`src/rtl/core/mpr_pkg.sv`:
```
`default_nettype none
package mpr_pkg;

   localparam int unsigned MAX_PREFIX_BITS = 128;

   localparam logic [3:0] CLS_AFI       = 4'd0;
   localparam logic [3:0] CLS_SAFI      = 4'd1;
   localparam logic [3:0] CLS_HOP_LEN   = 4'd2;
   localparam logic [3:0] CLS_HOP       = 4'd3;
   localparam logic [3:0] CLS_LOCAL_HOP = 4'd4;
   localparam logic [3:0] CLS_SNPA_CNT  = 4'd5;
   localparam logic [3:0] CLS_SNPA_LEN  = 4'd6;
   localparam logic [3:0] CLS_SNPA_BYTE = 4'd7;
   localparam logic [3:0] CLS_PFX_LEN   = 4'd8;
   localparam logic [3:0] CLS_PFX_BYTE  = 4'd9;
   localparam logic [3:0] CLS_DISCARD   = 4'd10;
   localparam logic [3:0] CLS_OTHER_HOP = 4'd11;

   localparam logic [1:0] ERR_NONE      = 2'd0;
   localparam logic [1:0] ERR_PFX_LONG  = 2'd1;
   localparam logic [1:0] ERR_TRUNCATED = 2'd2;

   typedef enum logic [13:0] {
      PH_IDLE     = 14'b00000000000001,
      PH_AFI0     = 14'b00000000000010,
      PH_AFI1     = 14'b00000000000100,
      PH_SAFI     = 14'b00000000001000,
      PH_HOPLEN   = 14'b00000000010000,
      PH_HOP      = 14'b00000000100000,
      PH_LOCAL    = 14'b00000001000000,
      PH_OTHER    = 14'b00000010000000,
      PH_SNPACNT  = 14'b00000100000000,
      PH_SNPALEN  = 14'b00001000000000,
      PH_SNPABYTE = 14'b00010000000000,
      PH_PFXLEN   = 14'b00100000000000,
      PH_PFXBYTE  = 14'b01000000000000,
      PH_DISCARD  = 14'b10000000000000
   } phase_type;

   typedef struct packed {
      logic [7:0]  data_byte;
      logic        start_of_attribute;
      logic [15:0] attribute_length;
   } req_type;

   typedef struct packed {
      logic [3:0]  byte_class;
      logic [4:0]  index_in_field;
      logic [15:0] afi_value;
      logic [7:0]  safi_value;
      logic [7:0]  prefix_bits;
      logic        field_last;
      logic        short_form;
      logic [1:0]  error_code;
      logic        attribute_done;
   } rsp_type;

endpackage
`default_nettype wire

```
`src/rtl/core/mpr_parser.sv`:
```
`default_nettype none
module mpr_parser (
   input  wire logic            clock,
   input  wire logic            reset,
   input  wire logic            step,
   input  wire mpr_pkg::req_type item,
   output mpr_pkg::rsp_type     result
);
   import mpr_pkg::*;

   phase_type   phase_ff, phase_in;
   logic [15:0] bytes_left_ff, bytes_left_in;
   logic [7:0]  field_pos_ff, field_pos_in;
   logic [7:0]  field_size_ff, field_size_in;
   logic [7:0]  snpa_left_ff, snpa_left_in;
   logic [15:0] afi_ff, afi_in;
   logic [7:0]  safi_ff, safi_in;
   logic [7:0]  prefix_ff, prefix_in;
   logic        short_ff, short_in;
   logic [1:0]  error_ff, error_in;
   logic        hop_local_ff, hop_local_in;

   always_comb begin
      logic [7:0] b;
      logic [8:0] next_pos;
      logic       hit;
      logic [3:0] cls;
      logic [7:0] idx;
      logic       last;
      logic       done;
      b             = item.data_byte;
      phase_in      = phase_ff;
      bytes_left_in = bytes_left_ff;
      field_pos_in  = field_pos_ff;
      field_size_in = field_size_ff;
      snpa_left_in  = snpa_left_ff;
      afi_in        = afi_ff;
      safi_in       = safi_ff;
      prefix_in     = prefix_ff;
      short_in      = short_ff;
      error_in      = error_ff;
      hop_local_in  = hop_local_ff;
      cls           = CLS_DISCARD;
      idx           = 8'd0;
      last          = 1'b0;
      done          = 1'b0;

      if (item.start_of_attribute) begin
         bytes_left_in = (item.attribute_length == 16'd0) ? 16'd1 : item.attribute_length;
         field_pos_in  = 8'd0;
         field_size_in = 8'd0;
         snpa_left_in  = 8'd0;
         afi_in        = 16'd0;
         safi_in       = 8'd0;
         prefix_in     = 8'd0;
         error_in      = ERR_NONE;
         hop_local_in  = 1'b0;
         short_in      = ({1'b0, bytes_left_in} == ({9'd0, b} + 17'd1));
         phase_in      = short_in ? PH_HOPLEN : PH_AFI0;
      end

      next_pos = {1'b0, field_pos_in} + 9'd1;
      hit      = next_pos >= {1'b0, field_size_in};

      if (phase_in != PH_IDLE) begin
         case (phase_in)
            PH_AFI0: begin
               cls      = CLS_AFI;
               afi_in   = {b, 8'd0};
               phase_in = PH_AFI1;
            end
            PH_AFI1: begin
               cls      = CLS_AFI;
               idx      = 8'd1;
               last     = 1'b1;
               afi_in   = {afi_in[15:8], b};
               phase_in = PH_SAFI;
            end
            PH_SAFI: begin
               cls      = CLS_SAFI;
               last     = 1'b1;
               safi_in  = b;
               phase_in = PH_HOPLEN;
            end
            PH_HOPLEN: begin
               cls          = CLS_HOP_LEN;
               last         = 1'b1;
               field_pos_in = 8'd0;
               hop_local_in = (b == 8'd32);
               if (b == 8'd0) begin
                  phase_in = short_in ? PH_DISCARD : PH_SNPACNT;
               end else if (b inside {8'd4, 8'd16}) begin
                  phase_in      = PH_HOP;
                  field_size_in = b;
               end else if (b == 8'd32) begin
                  phase_in      = PH_HOP;
                  field_size_in = 8'd16;
               end else begin
                  phase_in      = PH_OTHER;
                  field_size_in = b;
               end
            end
            PH_HOP: begin
               cls          = CLS_HOP;
               idx          = field_pos_in;
               field_pos_in = hit ? 8'd0 : next_pos[7:0];
               if (hit) begin
                  last = 1'b1;
                  if (hop_local_in) begin
                     hop_local_in  = 1'b0;
                     phase_in      = PH_LOCAL;
                     field_size_in = 8'd16;
                  end else begin
                     phase_in = short_in ? PH_DISCARD : PH_SNPACNT;
                  end
               end
            end
            PH_LOCAL, PH_OTHER: begin
               cls          = (phase_in == PH_LOCAL) ? CLS_LOCAL_HOP : CLS_OTHER_HOP;
               idx          = field_pos_in;
               field_pos_in = hit ? 8'd0 : next_pos[7:0];
               if (hit) begin
                  last     = 1'b1;
                  phase_in = short_in ? PH_DISCARD : PH_SNPACNT;
               end
            end
            PH_SNPACNT: begin
               cls          = CLS_SNPA_CNT;
               last         = 1'b1;
               snpa_left_in = b;
               phase_in     = (b != 8'd0) ? PH_SNPALEN : PH_PFXLEN;
            end
            PH_SNPALEN: begin
               cls  = CLS_SNPA_LEN;
               last = 1'b1;
               if (b != 8'd0) begin
                  phase_in      = PH_SNPABYTE;
                  field_size_in = b;
                  field_pos_in  = 8'd0;
               end else begin
                  snpa_left_in = snpa_left_in - 8'd1;
                  phase_in     = (snpa_left_in != 8'd0) ? PH_SNPALEN : PH_PFXLEN;
               end
            end
            PH_SNPABYTE: begin
               cls          = CLS_SNPA_BYTE;
               idx          = field_pos_in;
               field_pos_in = hit ? 8'd0 : next_pos[7:0];
               if (hit) begin
                  last         = 1'b1;
                  snpa_left_in = snpa_left_in - 8'd1;
                  phase_in     = (snpa_left_in != 8'd0) ? PH_SNPALEN : PH_PFXLEN;
               end
            end
            PH_PFXLEN: begin
               cls       = CLS_PFX_LEN;
               prefix_in = b;
               if ({1'b0, b} > 9'(MAX_PREFIX_BITS)) begin
                  error_in = ERR_PFX_LONG;
                  phase_in = PH_DISCARD;
               end else if (b == 8'd0) begin
                  last = 1'b1;
               end else begin
                  phase_in      = PH_PFXBYTE;
                  field_size_in = 8'(({1'b0, b} + 9'd7) >> 3);
                  field_pos_in  = 8'd0;
               end
            end
            PH_PFXBYTE: begin
               cls          = CLS_PFX_BYTE;
               idx          = field_pos_in;
               field_pos_in = hit ? 8'd0 : next_pos[7:0];
               if (hit) begin
                  last     = 1'b1;
                  phase_in = PH_PFXLEN;
               end
            end
            default: begin
               cls = CLS_DISCARD;
            end
         endcase

         bytes_left_in = bytes_left_in - 16'd1;
         if (bytes_left_in == 16'd0) begin
            done = 1'b1;
            if (phase_in != PH_PFXLEN && phase_in != PH_DISCARD && error_in == ERR_NONE) begin
               error_in = ERR_TRUNCATED;
            end
            phase_in = PH_IDLE;
         end
      end

      result.byte_class     = cls;
      result.index_in_field = idx[4:0];
      result.afi_value      = afi_in;
      result.safi_value     = safi_in;
      result.prefix_bits    = prefix_in;
      result.field_last     = last;
      result.short_form     = short_in;
      result.error_code     = error_in;
      result.attribute_done = done;
   end

   always_ff @(posedge clock) begin
      if (reset) begin
         phase_ff      <= PH_IDLE;
         bytes_left_ff <= 16'd0;
         field_pos_ff  <= 8'd0;
         field_size_ff <= 8'd0;
         snpa_left_ff  <= 8'd0;
         afi_ff        <= 16'd0;
         safi_ff       <= 8'd0;
         prefix_ff     <= 8'd0;
         short_ff      <= 1'b0;
         error_ff      <= ERR_NONE;
         hop_local_ff  <= 1'b0;
      end else if (step) begin
         phase_ff      <= phase_in;
         bytes_left_ff <= bytes_left_in;
         field_pos_ff  <= field_pos_in;
         field_size_ff <= field_size_in;
         snpa_left_ff  <= snpa_left_in;
         afi_ff        <= afi_in;
         safi_ff       <= safi_in;
         prefix_ff     <= prefix_in;
         short_ff      <= short_in;
         error_ff      <= error_in;
         hop_local_ff  <= hop_local_in;
      end
   end

   a_idle_no_left: assert property (@(posedge clock) disable iff (reset)
      (phase_ff == PH_IDLE) |-> (bytes_left_ff == 16'd0))
      else $error("idle with bytes outstanding");

   a_done_to_idle: assert property (@(posedge clock) disable iff (reset)
      (step && result.attribute_done) |=> (phase_ff == PH_IDLE))
      else $error("attribute end did not return to idle");

   a_pos_in_field: assert property (@(posedge clock) disable iff (reset)
      (phase_ff == PH_HOP || phase_ff == PH_LOCAL || phase_ff == PH_OTHER
       || phase_ff == PH_SNPABYTE || phase_ff == PH_PFXBYTE)
      |-> (field_pos_ff < field_size_ff))
      else $error("field position past field size");

endmodule
`default_nettype wire

```
`src/rtl/core/mpr_rsp_stage.sv`:
```
`default_nettype none
module mpr_rsp_stage (
   input  wire logic             clock,
   input  wire logic             reset,
   input  wire logic             load,
   input  wire mpr_pkg::rsp_type  load_data,
   output logic                  free,
   output logic                  rsp_valid,
   input  wire logic             rsp_stall,
   output mpr_pkg::rsp_type      rsp_data
);
   import mpr_pkg::*;

   logic    valid_ff, valid_in;
   rsp_type data_ff;

   assign free     = !valid_ff || !rsp_stall;
   assign valid_in = load || (valid_ff && rsp_stall);

   always_ff @(posedge clock) begin
      if (reset) begin
         valid_ff <= 1'b0;
      end else begin
         valid_ff <= valid_in;
      end
   end

   always_ff @(posedge clock) begin
      if (load) begin
         data_ff <= load_data;
      end
   end

   assign rsp_valid = valid_ff;
   assign rsp_data  = data_ff;

endmodule
`default_nettype wire

```
`src/rtl/core/mp_reach_attribute_parser_core.sv`:
```
`default_nettype none
// Byte-serial multiprotocol reach attribute value parser. Each transfer on req_ carries one
// byte of the value (start_of_attribute and attribute_length on the first byte) and
// yields exactly one rsp_ transfer classifying that byte, in order. One byte per clock
// is sustained while rsp_stall is low. Each byte passes through the input register, then
// the parse step into the result register, before its rsp_ transfer. Throughput is set
// by the single per-byte state update loop.
module mp_reach_attribute_parser_core (
   input  wire logic             clock,
   input  wire logic             reset,
   input  wire logic             req_valid,
   output logic                  req_stall,
   input  wire mpr_pkg::req_type  req_data,
   output logic                  rsp_valid,
   input  wire logic             rsp_stall,
   output mpr_pkg::rsp_type      rsp_data
);
   import mpr_pkg::*;

   logic    s1_valid_ff, s1_valid_in;
   req_type s1_data_ff;
   logic    out_free;
   logic    advance;
   logic    req_take;
   rsp_type step_result;

   assign advance     = s1_valid_ff && out_free;
   assign req_stall   = s1_valid_ff && !out_free;
   assign req_take    = req_valid && !req_stall;
   assign s1_valid_in = req_take || (s1_valid_ff && !advance);

   always_ff @(posedge clock) begin
      if (reset) begin
         s1_valid_ff <= 1'b0;
      end else begin
         s1_valid_ff <= s1_valid_in;
      end
   end

   always_ff @(posedge clock) begin
      if (req_take) begin
         s1_data_ff <= req_data;
      end
   end

   mpr_parser u_parser (
      .clock  (clock),
      .reset  (reset),
      .step   (advance),
      .item   (s1_data_ff),
      .result (step_result)
   );

   mpr_rsp_stage u_rsp (
      .clock     (clock),
      .reset     (reset),
      .load      (advance),
      .load_data (step_result),
      .free      (out_free),
      .rsp_valid (rsp_valid),
      .rsp_stall (rsp_stall),
      .rsp_data  (rsp_data)
   );

   a_stall_needs_item: assert property (@(posedge clock) disable iff (reset)
      req_stall |-> (s1_valid_ff && rsp_valid))
      else $error("input stalled without a held item");

   a_rsp_from_stage: assert property (@(posedge clock) disable iff (reset)
      $rose(rsp_valid) |-> $past(s1_valid_ff))
      else $error("result appeared with no item in the input register");

   a_err_code: assert property (@(posedge clock) disable iff (reset)
      rsp_valid |-> (rsp_data.error_code <= ERR_TRUNCATED))
      else $error("illegal error code");

   a_discard_not_last: assert property (@(posedge clock) disable iff (reset)
      (rsp_valid && rsp_data.byte_class == CLS_DISCARD) |-> !rsp_data.field_last)
      else $error("discarded byte marked as field end");

endmodule
`default_nettype wire

```
`config.mk`:
```
export PLATFORM = sky130hd
export DESIGN_NAME = mp_reach_attribute_parser_core
export DESIGN_NICKNAME = d
export VERILOG_FILES = /design/src/rtl/core/mpr_pkg.sv /design/src/rtl/core/mpr_parser.sv /design/src/rtl/core/mpr_rsp_stage.sv /design/src/rtl/core/mp_reach_attribute_parser_core.sv
export SDC_FILE = /design/constraint.sdc
export NUM_CORES = 1
export LEC_CHECK = 0
export BUFFER_PORTS_ARGS = -buffer_cell sky130_fd_sc_hd__buf_2
export CAP_MARGIN = 20
export CORE_MARGIN = 2
export CORE_UTILIZATION = 50
export DETAILED_ROUTE_END_ITERATION = 8
export PLACE_DENSITY = 0.69
export REMOVE_ABC_BUFFERS = 1
export SLEW_MARGIN = 20
export SYNTH_ARGS = -nofsm -noshare
export SYNTH_HDL_FRONTEND = slang
export SYNTH_SLANG_ARGS = --single-unit
export TNS_END_PERCENT = 20
```
`constraint.sdc`:
```
create_clock -name clock -period 6.85 [get_ports clock]
set_input_delay 1.37 -clock clock [delete_from_list [all_inputs] [get_ports clock]]
set_output_delay 1.37 -clock clock [all_outputs]
set_load 0.05 [all_outputs]
```
==> results of run 1 <==
[worst max-delay path, stage by stage, from the launching register on]
cell and delay, ps:
edfxtp_1 630, nor2b_1 260, ha_1 280, and3_1 220
nand3_1 160, nand2_1 100, o21ai_0 80, ha_1 320
a21o_1 160, a21oi_1 170, o21a_1 230, nand2_1 300
a22oi_1 270, nor3_1 80, or4_1 570, nor4_2 300
o21ai_0 110
[kinds of logic after synthesis]
| logic type | after synthesis | synth area share |
|---|---|---|
| DFF | 163 | 0.428 |
| muxes | 17 | 0.0193 |
| AOI/OAI and AO/OA | 293 | 0.200 |
| xor gates and xnor gates | 34 | 0.0320 |
| and+or+nand+nor | 495 | 0.258 |
| adders and majority gates | 16 | 0.0215 |
| buffers and inverters | 92 | 0.0421 |
[cell type report]
cell class / count / area, um^2
Fill cell: 1638 / 7720
Multi-Input combinational cell: 855 / 4950
Sequential cell: 163 / 3970
Timing Repair Buffer: 90 / 498
Clock buffer: 17 / 425
Tap cell: 229 / 287
Clock inverter: 15 / 168
Inverter: 16 / 62.6
Antenna cell: 1 / 2.50
[power by group]
part           internal, mW  switching, mW
Sequential             1.05         0.0367
Combinational        0.0788          0.185
Clock                 0.518          0.445
Total                  1.64          0.667
[metrics by stage]
stage          power (mW)  cells  worst slack [ps]   util  hold slack [ps]
6_report             2.31   1386              2360  0.573              457
3_5_place_dp         1.36   1353              2430  0.540              447
3_3_place_gp         1.36   1353              2580  0.540              438
5_1_grt              2.39   1385              1990  0.573              466
4_1_cts              2.32   1385              2410  0.573              457
2_1_floorplan        1.27   1034              1020      -              426
[cells in the final DEF, fill, tap and decap left out, types with 6 or more instances in the layout]
master     instances
nor4_1            10
nor2b_1           16
edfxtp_1          71
o31ai_1           11
a22o_1             8
and3_1            19
nand3_1           40
buf_2             76
nand4_1           16
o2111ai_1          6
o211ai_1          17
and2_1            11
nand3b_1           6
a31oi_1           16
xor2_1            16
clkbuf_16         17
a21oi_1           95
a21o_1            12
buf_4             13
or3_1              9
ha_1              16
mux2i_1           12
a22oi_1            8
nand2b_1           7
dfxtp_1           92
or4_1              9
inv_1             15
nor3_1            31
nor2_1           106
xnor2_1           18
nand2_1          182
o21ai_0           66
[final timing paths]
path	cells after the start	startpoint	endpoint
min	2	u_parser.afi_ff[1]$_SDFFE_PP0P_	u_parser.afi_ff[1]$_SDFFE_PP0P_
max	16	s1_data_ff[16]$_DFFE_PP_	u_rsp.rsp_data[2]$_DFFE_PP_
max reg2reg	16	s1_data_ff[16]$_DFFE_PP_	u_rsp.rsp_data[2]$_DFFE_PP_
min reg2reg	2	u_parser.afi_ff[1]$_SDFFE_PP0P_	u_parser.afi_ff[1]$_SDFFE_PP0P_
[cell usage after synthesis, types with 11 or more instances]
cell	number	share of area
o31ai_1	11	0.0089
nand3_1	40	0.022
xnor2_1	18	0.017
a31oi_1	16	0.011
xor2_1	16	0.015
nand2_1	183	0.074
o21ai_0	66	0.036
buf_2	13	0.0070
nor3_1	31	0.017
and2_1	11	0.0074
a21oi_1	95	0.051
ha_1	16	0.022
edfxtp_1	71	0.23
nor4_1	12	0.0081
nand4_1	16	0.011
o211ai_1	17	0.014
and3_1	19	0.013
mux2i_1	12	0.013
buf_1	11	0.0044
nor2b_1	17	0.011
clkbuf_1	45	0.018
dfxtp_1	92	0.20
nor2_1	106	0.043
inv_1	16	0.0065
a21o_1	12	0.0097
[sequential cells by signal (all words and copies together), names as in the netlist, 2 cells and up]
register and flops:
u_parser.phase_ff 14, u_parser.error_ff 2, u_parser.afi_ff 16, s1_data_ff 25
u_rsp.rsp_data 46, u_parser.field_pos_ff 8, u_parser.bytes_left_ff 16, u_parser.snpa_left_ff 8
u_parser.safi_ff 8, u_parser.field_size_ff 8, u_parser.prefix_ff 8
[routing by layer]
layer | wire (um) | track usage
met1 | 11600 | 0.363
met2 | 12400 | 0.442
met3 | 1940 | 0.0526
met4 | 1040 | 0.124
met5 | 0 | 0
==> results.json, run 1 <==
{
  "fmax_mhz": 223,
  "drive_above_1_share": 0.131,
  "cts.repair.resized": 0,
  "grt_pass1_vias": 8034,
  "hpwl_mm": 18.5,
  "cts_htree_levels": 4,
  "power_density_mw_per_mm2": 223,
  "drv_cap": 0,
  "yosysWarnings": 0,
  "cts_root_buf": "clkbuf_16",
  "antenna_found_initial": 1,
  "setup_viol": 0,
  "synthesis.area_mm2": 0.00929,
  "finalHoldViolCount": 0,
  "worstSetupEndpointType": "flop",
  "numCtsBuffers": 17,
  "ir_drop_uv": 180,
  "period_share": 0.656,
  "ioPinCount": 77,
  "cts_hold_buf": 0,
  "period_needed_ps": 4490,
  "cts.sinks": 163,
  "r2r_slack_ps": 2360,
  "arrival_ps": 4670,
  "drc": 0,
  "cts.clk_slew.worst_paths_ps": 70,
  "wl_mm": 27.0,
  "drt_iter0_drc": 926,
  "synth_cell_type_count": 78,
  "antenna_left": 0,
  "postLayoutCellArea_mm2": 0.0104,
  "viasPerCell": 6.19,
  "setup-tns-final_ps": 0,
  "placed_area_mm2": 0.00977,
  "cts_tree": "built",
  "worst_pin_slew_ps": 891,
  "grt_max_degree": 79,
  "row_count": 49,
  "rsz0062_at_grt": "false",
  "io_buffers": 76,
  "start_kind": "flop",
  "synth_top_flop_cell": "dfxtp_1",
  "start_util": 0.514,
  "cp_max_fo": 15,
  "overflow": 0,
  "first_pass_iters": 6,
  "post_drt_wl_per_cell_um": 19.5,
  "clkLatencyLatePin_ps": 440,
  "grt_pass1_wl_mm": 42.6,
  "areaGrowthSynthToFinish_pct": 11.5,
  "num_vias": 8576,
  "slew_violations": 0,
  "syn_avg_cell_area_um2": 8.37,
  "synth_edf_count": 71,
  "outcome": "complete, no violations",
  "grtUsageTotal": 0.276,
  "final_nets": 1188,
  "maxSlewHeadroom": 0.398,
  "synthArstFlopShare": 0,
  "routabilityCongestion": 0.988,
  "die_h_um": 140,
  "critPathKind": "flop to flop",
  "die_w_um": 140,
  "ys_seq_elements": 163,
  "critPathRequiredTime_ps": 7030,
  "clockBufferDepth": 2,
  "clock_skew_ps": 9.36,
  "ys_seq_area_frac": 0.428,
  "core_area_mm2": 0.0181,
  "post-cts-setup-buffers": 0,
  "hp-class": "flop to flop",
  "syn_inst": 1110,
  "die-area_mm2": 0.0197,
  "power.leakage_nw": 3.81
}
(Power assumes the default switching activity.)
==> run 2: changes to the inputs <==
- PLACE_DENSITY: 0.69 -> 0.71
- clock period: 6.85 -> 4.1 ns (I/O delays scaled with it)
==> run 2 against run 1 <==
Compared with the run above: die area unchanged; sequential cell count did not move; sequential share of layout area shrank 0.97 points; routed wire length increased by 4.0%; design area is 2.6% higher; non-clock buffer count up 35; largest cell class unchanged; largest power group unchanged; highest routed layer unchanged.
==> results.json, run 2 (synthesized netlist as in run 1, its figures left out) <==
{
  "outcome": "complete, no violations",
  "cp_max_fo": 83,
  "numCtsBuffers": 17,
  "die-area_mm2": 0.0197,
  "top_layer_used": "met4",
  "cts_tree": "built",
  "critPathTopFamily": "simple AND/OR/NAND/NOR gates",
  "io_buffers": 76,
  "reg_top3": "u_rsp.rsp_data (46), s1_data_ff (25)",
  "antenna_left": 0,
  "hp-class": "flop to flop",
  "drv_cap": 0,
  "grt_pass1_vias": 8088,
  "viasPerCell": 6.14,
  "row_count": 49,
  "hpwl_mm": 19.5,
  "antenna_found_initial": 0,
  "most-common-layout-cells": "nand2_1, nor2_1, a21oi_1, dfxtp_1, buf_2",
  "period_needed_ps": 3880,
  "drive_above_1_share": 0.160,
  "clock_skew_ps": 15.6,
  "die_h_um": 140,
  "slowest_delay_ps": 500,
  "die_w_um": 140,
  "n_antenna_cell": 0,
  "top_register": "u_rsp.rsp_data",
  "placed_cells": 1386,
  "route.met2.wl_mm": 13.3,
  "drt_iter0_drc": 782,
  "hold_path_startpoint": "u_parser.prefix_ff[6]$_SDFFE_PP0P_",
  "wl_mm": 28.1,
  "start_kind": "flop",
  "grt_pass1_wl_mm": 43.5,
  "clkLatencyLatePin_ps": 440,
  "worst_pin_slew_ps": 927,
  "finalHoldViolCount": 0,
  "cts_root_buf": "clkbuf_16",
  "start_util": 0.514,
  "crit_path_top_delay_cell": "edfxtp_1",
  "drc": 0,
  "mostFrequentLayoutCell": "nand2_1",
  "final_cells": 1420,
  "power_density_mw_per_mm2": 362,
  "r2r_slack_ps": 220,
  "drt-met1-wl_mm": 11.8,
  "hold_end": "u_parser.prefix_ff[6]$_SDFFE_PP0P_",
  "cts.clk_slew.worst_paths_ps": 70,
  "fmax_mhz": 258,
  "critPathBufInv": 3,
  "timing.rr.end": "u_parser.error_ff[1]$_SDFFE_PP0P_",
  "grt_max_degree": 84,
  "largest_reg_flops": 46,
  "crit_chain": "buf_4 -> buf_4 -> buf_12 -> mux2i_1 -> ha_1 -> o211ai_1 -> nor3b_2 -> xor2_1 -> nand4_1 -> a21oi_1 -> nand2_1 -> or3_1 -> o32ai_1",
  "rr_startpoint": "s1_data_ff[16]$_DFFE_PP_",
  "slew_violations": 0,
  "wl_met3_mm": 2.31,
  "period_share": 0.946,
  "arrival_ps": 4230,
  "worstSetupEndpointType": "flop",
  "crit_path_start": "s1_data_ff[16]$_DFFE_PP_",
  "clockBufferDepth": 2,
  "routabilityCongestion": 0.995,
  "power.leakage_nw": 4.00,
  "core_area_mm2": 0.0181,
  "ir_drop_uv": 288,
  "num_vias": 8724,
  "cts.sinks": 163,
  "critPathRequiredTime_ps": 4450,
  "post_drt_wl_per_cell_um": 19.8,
  "first_pass_iters": 7,
  "p_total_mw": 3.85,
  "setup_viol": 0,
  "overflow": 0,
  "whs_path_depth": 2,
  "critPathKind": "flop to flop",
  "maxSlewHeadroom": 0.382,
  "final_nets": 1223,
  "cts_htree_levels": 4,
  "crit_top_cell": "buf_4",
  "areaGrowthSynthToFinish_pct": 14.4,
  "grtUsageTotal": 0.282,
  "rr_worst_depth": 13,
  "ioPinCount": 77
}
-- run 2: worst max-delay path by stage --
stage / cells after the start / slack (ps) / end
final: 13 / 220 / u_parser.error_ff[1]$_SDFFE_PP0P_
after global routing: 16 / -20 / u_rsp.rsp_data[2]$_DFFE_PP_
after CTS: 16 / 140 / u_rsp.rsp_data[2]$_DFFE_PP_
after detailed placement: 16 / 200 / u_rsp.rsp_data[2]$_DFFE_PP_
after global placement: 16 / 270 / u_rsp.rsp_data[2]$_DFFE_PP_
after floorplan: 13 / -1730 / u_rsp.rsp_data[2]$_DFFE_PP_
-- run 2: final cells by class --
| cell class | instances | area (um^2) |
|---|---|---|
| timing repair buffer | 125 | 773 |
| clock buffer | 19 | 433 |
| clock inverter | 13 | 138 |
| inverter | 16 | 62.6 |
| multi-input combinational | 855 | 4970 |
| sequential | 163 | 3970 |
| fill | 1597 | 7450 |
| tap | 229 | 287 |
-- run 2: stage by stage --
| step | TNS [ps] | hold WS, ps | utilization | setup WS [ps] | area [um^2] |
|---|---|---|---|---|---|
| detailed placement | 0 | 444 | 0.554 | 199 | 10000 |
| global route | -29.9 | 465 | 0.588 | -15.0 | 10600 |
| CTS | 0 | 452 | 0.586 | 144 | 10600 |
| global placement | 0 | 438 | 0.554 | 269 | 10000 |
| floorplan | -78560 | 426 | - | -1730 | 8960 |
| finish | 0 | 452 | 0.588 | 223 | 10600 |
-- run 2: power by group --
part           internal, mW  total [mW]  switching (mW)  leakage, nW
clock network         0.860        1.57           0.713        0.284
logic                 0.146       0.475           0.329         2.28
registers              1.75        1.80          0.0495         1.44
total                  2.75        3.85            1.09         4.00
-- run 2: worst min-delay path, delay by kind of cell, from the launching register on --
| kind | cells | cell delay [ps] |
|---|---|---|
| AO/OA/AOI/OAI | 1 | 50 |
| flip-flops | 1 | 310 |
| AND/OR/NAND/NOR | 1 | 50 |
-- run 2: timing repair --
action	in CTS	in global routing
gates resized for setup	0	7
endpoints found under the setup margin	0	2
setup buffers	0	2
hold endpoints to repair	0	0
hold buffers	0	0
-- run 2: layer usage --
metal / global-route usage / vias up
met2: 0.459 / 403
met5: 0 / -
met1: 0.376 / 4074
li1: - / 4190
met3: 0.0578 / 57
met4: 0.0968 / 0
==> run 3: changes to the inputs <==
- SYNTH_HIERARCHICAL: not set -> 1
==> run 3 against run 2 <==
Compared with the run above: final cell count decreased by 5.4%; clock-buffer cell count decreased by 1; critical endpoint is now u_rsp/rsp_data[2]$_DFFE_PP_; via count decreased by 2.7%; largest power group unchanged; hold slack improved by 14 ps; core utilization decreased by 2.0 points; maximum frequency increased by 1.4%; largest cell class unchanged; first-iteration DRC count increased by 31%; combinational power increased by 7.8%.
==> results.json, run 3 <==
{
  "rsz0062_at_grt": "false",
  "syn_inst": 1051,
  "critPathKind": "flop to flop",
  "finalHoldViolCount": 0,
  "antenna_left": 0,
  "numCtsBuffers": 17,
  "clockBufferDepth": 2,
  "clock_skew_ps": 9.34,
  "ys_seq_elements": 163,
  "first_pass_iters": 5,
  "num_vias": 8491,
  "largest_reg_flops": 46,
  "synth_area_leaders": "edfxtp_1, dfxtp_1, nor2_1",
  "mostFrequentLayoutCell": "nor2_1",
  "ir_drop_uv": 320,
  "areaGrowthSynthToFinish_pct": 12.2,
  "drc": 0,
  "cts_tree": "built",
  "pwr-share-comb": 0.129,
  "setup_viol": 0,
  "placed_cells": 1311,
  "hold_path_startpoint": "u_parser/prefix_ff[3]$_SDFFE_PP0P_",
  "drive_above_1_share": 0.176,
  "period_share": 0.932,
  "post_drt_wl_per_cell_um": 20.0,
  "p_switching_mw": 1.12,
  "synthesis.area_mm2": 0.00944,
  "nFillCells": 1656,
  "grt_pass1_vias": 7950,
  "r2r_slack_ps": 280,
  "power_frac_seq": 0.457,
  "cts.sinks": 163,
  "synth_top_area_cell": "edfxtp_1",
  "routabilityCongestion": 0.981,
  "synth_cell_type_count": 89,
  "synth_top_flop_cell": "dfxtp_1",
  "ioPinCount": 77,
  "worstSetupEndpointType": "flop",
  "ys_seq_area_frac": 0.421,
  "cts.repair.resized": 0,
  "hpwl_mm": 18.6,
  "row_count": 50,
  "start_util": 0.507,
  "cts_root_buf": "clkbuf_16",
  "top_register": "u_rsp/rsp_data",
  "die_w_um": 141,
  "arrival_ps": 4000,
  "regArea_mm2": 0.00397,
  "grtUsageTotal": 0.272,
  "p_int_mw": 2.86,
  "fmax_mhz": 262,
  "n_antenna_cell": 0,
  "rr_worst_depth": 15,
  "reg_top3": "u_rsp/rsp_data (46), s1_data_ff (25)",
  "viasPerCell": 6.32,
  "final_nets": 1141,
  "whs_path_depth": 2,
  "cp_max_fo": 8,
  "maxSlewHeadroom": 0.324,
  "cts_hold_buf": 0,
  "rr_startpoint": "s1_data_ff[16]$_DFFE_PP_",
  "io_buffers": 76,
  "synth_edf_count": 71,
  "hp-class": "flop to flop",
  "timing.rr.end": "u_rsp/rsp_data[2]$_DFFE_PP_",
  "multiInputGateArea_mm2": 0.00503,
  "power_density_mw_per_mm2": 375,
  "start_kind": "flop",
  "syn_avg_cell_area_um2": 8.99,
  "clkPwrFrac": 0.414,
  "worst_pin_slew_ps": 1000,
  "die-area_mm2": 0.0200,
  "period_needed_ps": 3820,
  "drv_cap": 0,
  "clkLatencyLatePin_ps": 430,
  "post-cts-setup-buffers": 0,
  "antenna_found_initial": 0,
  "drt_iter0_drc": 1027,
  "fin_util": 0.568,
  "overflow": 0,
  "swShare": 0.281,
  "grt_max_degree": 93,
  "cts.clk_slew.worst_paths_ps": 70,
  "synthArstFlopShare": 0,
  "synth_common_cells": "nor2_1, nand2_1, dfxtp_1, edfxtp_1, o21ai_0",
  "wl_mm": 26.8,
  "yosysMostFrequentCell": "nor2_1",
  "die_h_um": 141,
  "synth_top_area_share": 0.226,
  "power.leakage_nw": 4.05,
  "cts_htree_levels": 4,
  "slew_violations": 0,
  "hold_end": "u_parser/prefix_ff[3]$_SDFFE_PP0P_",
  "yosysWarnings": 6,
  "final_cells": 1343,
  "critPathRequiredTime_ps": 4280,
  "outcome": "complete, no violations",
  "grt_pass1_wl_mm": 43.1,
  "most-common-layout-cells": "nor2_1, nand2_1, dfxtp_1, buf_2, edfxtp_1",
  "core_area_mm2": 0.0186
}
[run 3: per-stage QoR]
step	TNS (ps)	power (mW)	area, um^2	hold WS, ps	setup slack (ps)
3_5_place_dp	0	2.35	9990	460	334
5_1_grt	0	4.11	10600	499	60.5
6_report	0	3.97	10600	467	277
2_1_floorplan	-63350	2.19	9080	440	-1360
3_3_place_gp	0	2.35	9990	452	441
4_1_cts	0	3.99	10600	470	329
[run 3: worst max-delay path by stage]
| stage | slack, ps | end | cells past startpoint | start |
|---|---|---|---|---|
| 3_5_place_dp | 330 | u_rsp/rsp_data[2]$_DFFE_PP_ | 15 | s1_data_ff[16]$_DFFE_PP_ |
| 6_report | 280 | u_rsp/rsp_data[2]$_DFFE_PP_ | 15 | s1_data_ff[16]$_DFFE_PP_ |
| 2_1_floorplan | -1360 | u_parser/field_size_ff[0]$_SDFFE_PP0P_ | 7 | rsp_stall |
| 5_1_grt | 60 | u_rsp/rsp_data[2]$_DFFE_PP_ | 15 | s1_data_ff[16]$_DFFE_PP_ |
| 3_3_place_gp | 440 | u_rsp/rsp_data[2]$_DFFE_PP_ | 15 | s1_data_ff[16]$_DFFE_PP_ |
| 4_1_cts | 330 | u_rsp/rsp_data[2]$_DFFE_PP_ | 15 | s1_data_ff[16]$_DFFE_PP_ |
[run 3: worst max-delay path, cell delays in order (launching register included)]
cell,delay [ps]
edfxtp_1,470
nor2b_1,250
ha_1,260
nand3_1,110
xor2_1,160
nor2_1,80
ha_1,300
and4_1,180
a21oi_1,90
a21oi_1,270
or2_1,360
o22ai_2,150
a211oi_1,340
nand4_2,160
a2111oi_4,310
nor2_1,80
[run 3: cells by family after synthesis]
logic type      count (synthesis)  share of synthesized area
simple gates                  432                      0.236
compound gates                276                      0.210
flops                         163                      0.421
buf+inv                        98                     0.0476
xor+xnor                       44                     0.0408
mux                            22                     0.0233
fa+ha+maj                      16                     0.0212
[run 3: layout make-up]
cell class | instances | share of cell area
Sequential cell | 163 | 0.375
Clock buffer | 18 | 0.0414
Multi-Input combinational cell | 790 | 0.474
Inverter | 22 | 0.00779
Clock inverter | 14 | 0.0158
Tap cell | 234 | 0.0276
Timing Repair Buffer | 102 | 0.0579
[run 3: power by group through the flow]
stage          clock network (mW)  registers, mW  logic, mW
5_1_grt                      1.74           1.82      0.555
3_3_place_gp                    0           1.85      0.500
3_5_place_dp                    0           1.85      0.505
6_report                     1.65           1.81      0.512
2_1_floorplan                   0           1.91      0.282
4_1_cts                      1.67           1.81      0.506
[run 3: metal layers]
| metal | vias to the layer above | wire length, um | part of all wire | GRT usage |
|---|---|---|---|---|
| met5 | - | 0 | 0 | 0 |
| met4 | 0 | 694 | 0.026 | 0.101 |
| met3 | 56 | 2220 | 0.083 | 0.0601 |
| met2 | 407 | 12200 | 0.45 | 0.413 |
| met1 | 4042 | 11700 | 0.44 | 0.382 |
| li1 | 3986 | - | - | - |
